===== src/rtl/ggbl_div.sv =====
// Pipelined restoring divider, one quotient bit per stage, several lanes.
`default_nettype none

module ggbl_div #(
   parameter int LANES = 1,
   parameter int NW    = 34,
   parameter int DW    = 26,
   parameter int QW    = 10,
   parameter int PW    = 1
) (
   input  wire logic                      clock,
   input  wire logic                      reset,
   input  wire logic                      in_valid,
   input  wire logic [LANES-1:0][NW-1:0]  num,
   // The user holds the divisor steady while items are in flight; not enforced.
   input  wire logic [LANES-1:0][DW-1:0]  den,
   input  wire logic [PW-1:0]             in_pay,
   output logic                           out_valid,
   output logic [LANES-1:0][QW-1:0]       quo,
   output logic [LANES-1:0][DW-1:0]       rem,
   output logic [PW-1:0]                  out_pay
);

   logic [NW-1:0] rem_ff [QW][LANES];
   logic [QW-1:0] quo_ff [QW][LANES];
   logic          vld_ff [QW];
   logic [PW-1:0] pay_ff [QW];

   for (genvar k = 0; k < QW; k++) begin : g_stage
      logic          vld_src;
      logic [PW-1:0] pay_src;

      if (k == 0) begin : g_first
         assign vld_src = in_valid;
         assign pay_src = in_pay;
      end else begin : g_next
         assign vld_src = vld_ff[k-1];
         assign pay_src = pay_ff[k-1];
      end

      always_ff @(posedge clock) begin
         if (reset) begin
            vld_ff[k] <= 1'b0;
         end else begin
            vld_ff[k] <= vld_src;
         end
      end

      always_ff @(posedge clock) begin
         pay_ff[k] <= pay_src;
      end

      for (genvar l = 0; l < LANES; l++) begin : g_lane
         logic [NW-1:0] rem_src;
         logic [NW-1:0] rem_in;
         logic [NW-1:0] den_ext;
         logic [QW-1:0] quo_src;
         logic [QW-1:0] quo_in;
         logic          fits;

         if (k == 0) begin : g_first
            assign rem_src = num[l];
            assign quo_src = '0;
         end else begin : g_next
            assign rem_src = rem_ff[k-1][l];
            assign quo_src = quo_ff[k-1][l];
         end

         assign den_ext = NW'(den[l]);
         assign fits    = (rem_src >> (QW - 1 - k)) >= den_ext;
         assign rem_in  = fits ? rem_src - (den_ext << (QW - 1 - k)) : rem_src;
         assign quo_in  = QW'({quo_src, fits});

         always_ff @(posedge clock) begin
            rem_ff[k][l] <= rem_in;
            quo_ff[k][l] <= quo_in;
         end
      end
   end

   assign out_valid = vld_ff[QW-1];
   assign out_pay   = pay_ff[QW-1];

   for (genvar l = 0; l < LANES; l++) begin : g_out
      assign quo[l] = quo_ff[QW-1][l];
      assign rem[l] = rem_ff[QW-1][l][DW-1:0];
   end

endmodule

`default_nettype wire


===== config.mk =====
export PLATFORM = sky130hd
export DESIGN_NAME = ggbl_div
export DESIGN_NICKNAME = d
export VERILOG_FILES = /design/src/rtl/ggbl_div.sv
export SDC_FILE = /design/constraint.sdc
export NUM_CORES = 1
export LEC_CHECK = 0
export BUFFER_PORTS_ARGS = -buffer_cell sky130_fd_sc_hd__clkbuf_2
export CAP_MARGIN = 40
export CORE_ASPECT_RATIO = 0.7
export CORE_UTILIZATION = 35
export DETAILED_ROUTE_END_ITERATION = 8
export SYNTH_ARGS = -nofsm -noshare
export SYNTH_HDL_FRONTEND = slang
export SYNTH_SLANG_ARGS = --single-unit
export TNS_END_PERCENT = 20

===== constraint.sdc =====
create_clock -name clock -period 6.59 [get_ports clock]
set_input_delay 0.3295 -clock clock [delete_from_list [all_inputs] [get_ports clock]]
set_output_delay 0.3295 -clock clock [all_outputs]
set_load 0.01 [all_outputs]

=== Yosys cells after proc, flatten, opt, wreduce, memory -nomap -nowiden ===
Memory sizes are Yosys's and may differ from the RTL's.
Cells that the tools add are included.

* Bits of input ports: 64
* Word-level logic and storage cells: 57
* Memories kept: 4
* Bits in registers: 0
* Bits in writable memories: 460

{| class="wikitable"
|+ Memory list
! memory !! depth !! bits a word !! rd ports !! clocked after Yosys merged registers in !! wr ports !! RTL line !! RTL
|-
| rem_ff || 10 || 34 || 10 || 0 || 10 || 24 || <nowiki>logic [NW-1:0] rem_ff [QW][LANES];</nowiki>
|-
| quo_ff || 10 || 10 || 10 || 0 || 10 || 25 || <nowiki>logic [QW-1:0] quo_ff [QW][LANES];</nowiki>
|-
| pay_ff || 10 || 1 || 10 || 0 || 10 || 27 || <nowiki>logic [PW-1:0] pay_ff [QW];</nowiki>
|-
| vld_ff || 10 || 1 || 10 || 0 || 10 || 26 || <nowiki>logic vld_ff [QW];</nowiki>
|}

* $lt $le $gt $ge: 10
* Muxes and demuxes: 23
* Add/subtract/negate cells: 10
* Bitwise gates (word level): 10

{| class="wikitable"
|+ Operator list
! cell !! count
|-
| $mux W34 || 10
|-
| $sub A34 B34 Y34 || 2
|-
| $ge A34 B26 Y1 || 1
|-
| $sub A34 B26 Y34 || 1
|-
| $sub A34 B27 Y34 || 1
|-
| $sub A34 B28 Y34 || 1
|-
| $sub A34 B29 Y34 || 1
|-
| $sub A34 B30 Y34 || 1
|-
| $sub A34 B31 Y34 || 1
|-
| $sub A34 B32 Y34 || 1
|-
| $sub A34 B33 Y34 || 1
|-
| $ge A33 B26 Y1 || 1
|-
| $ge A32 B26 Y1 || 1
|-
| $ge A31 B26 Y1 || 1
|-
| $ge A30 B26 Y1 || 1
|-
| $ge A29 B26 Y1 || 1
|-
| $ge A28 B26 Y1 || 1
|-
| $ge A27 B26 Y1 || 1
|-
| $ge A25 B26 Y1 || 1
|-
| $ge A26 B26 Y1 || 1
|-
| $mux W1 || 13
|-
| $or A1 B1 Y1 || 10
|}

=== Logic depth before layout (Yosys ltp) ===
* Depth after elaboration: 3
* Mapped depth: 14

=== Worst setup path after synthesis ===
Ideal clock, no wire load.

* Path kind: input to register
* Start point: input den[4] in the netlist's numbering
* End point: memory rem_ff[3][32] in the netlist's numbering
* Setup time: 121 ps
* Setup slack: 3456 ps
* Stages: 12
* Arrival: 3013 ps
* Required time: 6469 ps
* Cells stage by stage: inv_1 ha_1 clkbuf_1 a21o_1 nand2_1 nand3b_1 a2111oi_0 o221ai_1 a211oi_1 nor3_1 a31oi_1 mux2_2

{| class="wikitable"
|+ RTL lines
! what !! RTL line !! RTL
|-
| start: declaration || 16 || <nowiki>input wire logic [LANES-1:0][DW-1:0] den,</nowiki>
|-
| end: declaration || 24 ||
|}

==> impl_metrics.yaml <==
worst_setup_path:
  timing.critical_path.to_type: "register"
  cell_by_cell_listing_of_the_critical_path: "inv_1, ha_1, fa_1, nor2b_1, o2111ai_1, a41oi_1, a21o_1, a211oi_2, o21ai_1, a221o_1, buf_4, mux2_2"
  critical_path_required_ns: 7.10
  crit_type: "register to register"
  worst_path_largest_cell_delay_ns: 0.75
  worst_ep_arrival_time_ns: 4.65
  slowest_stage_cell_crit_path: "a221o_1"
  critical_path.max_fanout: 22
  worstSetupStartpointType: "register"
grt:
  grt_first_pass_wirelength_mm: 115
  antenna_violations_before_repair: 0
  grt_max_degree: 52
  grt_pass1_vias: 19474
  grt.overflow.total: 0
  grtUsageTotal: 0.203
routing:
  vias: 21937
  detail_route.wl_per_cell_um: 18.4
  drt-initial-drc-count: 2267
  route.detailed.drc: 0
  routed_via_density: 5.37
  totalWireLength_mm: 75.3
  route.antenna.remaining_nets: 0
  detailedRoute.firstPassIterationCount: 6
power:
  power.static_leakage_nw: 12.6
  ir_drop_mv: 0.212
  p_per_area_nw_per_um2: 527
  power.internal_mw: 8.81
  share_seq_of_total_power: 0.279
  power.total_mw: 15.2
  switching_share: 0.422
  share_comb_of_total_power: 0.532
  clockPowerShare: 0.189
  p_switching_mw: 6.43
yosys:
  synth_seq_cells: 407
  ys_top_cells_by_count: "dfxtp_1, a21oi_1, ha_1"
  ys_async_sr_fraction: 0
  dominantRegCellSynth: "dfxtp_1"
  synth_simple_gate_area_frac: 0.165
  yosysMostFrequentCell: "dfxtp_1"
  post_synth_mux_area_share: 0.0319
  synth-edff-count: 0
  yosys.area_share.xor_xnor: 0.0807
  mappedNetlistArea_um2: 25200
  post-synth-top-area-cell: "dfxtp_1"
  synthDominantCellAreaShare: 0.323
  yosys_warnings: 0
  synth-seq-area-share: 0.323
  syn_nets: 3307
  ys_types: 86
  synth_top_family_by_area: "compound AO/OA/AOI/OAI gates"
  yosys-top-cells-area: "dfxtp_1, ha_1, a21oi_1, xnor2_1, a21o_1"
  compound_gate_fraction_of_synth_area: 0.232
  post_synth_fa_ha_maj_area_fraction: 0.137
  syn_avg_cell_area_um2: 8.47
  synthesis.instances: 2974
floorplanning:
  total_die_area_um2: 73100
  core_box_area_um2: 70500
  fp-row-count: 81
  initial_core_util: 0.357
  i_o_pin_cnt: 102
  die_x_um: 323
  die_height_um: 226
timing:
  finalHoldViolCount: 0
  period_share: 0.628
  fmax_mhz: 241
  worst_slew_pin_slew_ns: 0.961
  post-route-min-period_ns: 4.14
  setup_viol: 0
  setup_repair_after_global_routing_missed_its_margin: "no"
  slew_violations: 0
  setup_total_negative_slack_ns: 0
  timing.max_slew.rel_slack: 0.343
  fin_skew_ns: 0.0405
cts:
  post_cts.resized_instances: 0
  cts.reportedPaths.clkPinSlew_ns: 0.07
  worstSkewPairLatency_ns: 0.63
  cts_sinks: 407
  post_cts_setup_buffers: 0
  cts_htree_levels: 2
  cts-root-buf: "clkbuf_16"
  cts_hold_buf: 35
  numCtsBuffers: 45
  tritoncts: "done"
  clock_path_buffers: 3
cells_and_area:
  diodes: 0
  fin_util: 0.410
  final_layout_size_suffix_gt1_frac: 0.102
  postLayoutCellArea_um2: 28900
  growth_of_design_area_from_synthesis_to_finish_pct: 14.7
  layout.nets: 3428
  fillers: 7103
flow_run:
  max_cap_violations: 0
status:
  status: "completed"
place:
  placement.io_buffers: 101
  post_dp_cell_area_um2: 26900
  post-dp-hpwl_mm: 56.2
  place_congestion: 0.955
hold_path:
  hp-class: "input pin to register"
-- area by class of cell --
type	instances	area [um2]	area share
sequential	407	8150	0.282
inverter	102	383	0.0132
clock buffer	56	1230	0.0425
tap	954	1190	0.0413
timing repair buffer	169	1160	0.0401
clock inverter	27	457	0.0158
multi-input combinational	2370	16300	0.565
-- placed cells by master, fill, tap and decap left out, types with 9 or more instances in the layout --
cell / n
mux2_2: 67
a211o_1: 12
a211oi_1: 22
o21bai_1: 26
o211ai_1: 16
and4_1: 9
bufinv_16: 10
and3_1: 30
o31a_1: 12
nor4_1: 17
o31ai_1: 20
nand4_1: 44
nand2b_1: 38
and2_1: 14
ha_1: 259
dfxtp_1: 407
fa_1: 10
a21oi_1: 336
a311oi_1: 10
clkbuf_16: 45
nand2_1: 246
dlygate4sd3_1: 35
nor3_1: 48
xor2_1: 88
buf_4: 27
clkbuf_2: 101
nor2b_1: 46
a21o_1: 138
o21a_1: 43
or2_2: 13
inv_1: 102
xnor2_1: 144
or3_1: 11
o21ai_0: 182
nor2_1: 257
a31oi_1: 26
nand3_1: 50
-- per-layer routing --
metal / wire, um / global-route usage
met5: 0 / 0
met4: 1370 / 0.0463
met3: 6920 / 0.0468
met2: 26400 / 0.259
met1: 40600 / 0.329
-- critical path, delay by kind of cell (launching register included) --
family                   cells  cell delay [ns]
flip-flops                   1             0.41
adder cells (fa/ha/maj)      2             0.60
buffers and inverters        2             0.44
AND/OR/NAND/NOR              1             0.17
multiplexers                 1             0.37
AO/OA/AOI/OAI                6             2.01
-- through the flow --
step	hold slack [ns]	instances	setup slack [ns]
after floorplan	0.310	2974	3.46
after global placement	0.310	3961	1.85
after detailed placement	0.312	3967	2.00
after CTS	0.00164	4085	2.51
after global routing	0.0177	4085	2.26
final	0.0434	4085	2.45
-- cells by family (layout without fill, tap and decap cells) --
logic type               count (synthesis)  count (layout)
AND/OR/NAND/NOR                        865             865
buffers and inverters                  197             354
multiplexers                            72              72
AO/OA/AOI/OAI                          932             932
adder cells (fa/ha/maj)                269             269
flip-flops                             407             407
XOR/XNOR                               232             232
-- power by group through the flow --
stage	clock [mW]	sequential, mW	combinational (mW)
final	2.88	4.25	8.11
after global routing	3.06	4.34	9.03
after CTS	2.95	4.22	8.00
after detailed placement	0	4.26	7.91
after global placement	0	4.29	7.91
after floorplan	0	3.96	6.24
-- flip-flops by register name, summed over array words and instances (netlist names) --
signal / cells
rem_ff: 332
vld_ff: 10
quo_ff: 55
pay_ff: 10
-- final timing paths --
kind,cells past startpoint,start,end,slack [ns]
worst max-delay path,12,rem_ff[0][8]$_DFF_P_,rem_ff[1][12]$_DFF_P_,2.45
worst min-delay path,3,num[11],rem_ff[0][11]$_DFF_P_,0.04
worst max register to register,12,rem_ff[0][8]$_DFF_P_,rem_ff[1][12]$_DFF_P_,2.45
worst min register to register,0,quo_ff[8][6]$_DFF_P_,quo_ff[9][7]$_DFF_P_,0.30
Power figures use the tool's default switching activity.
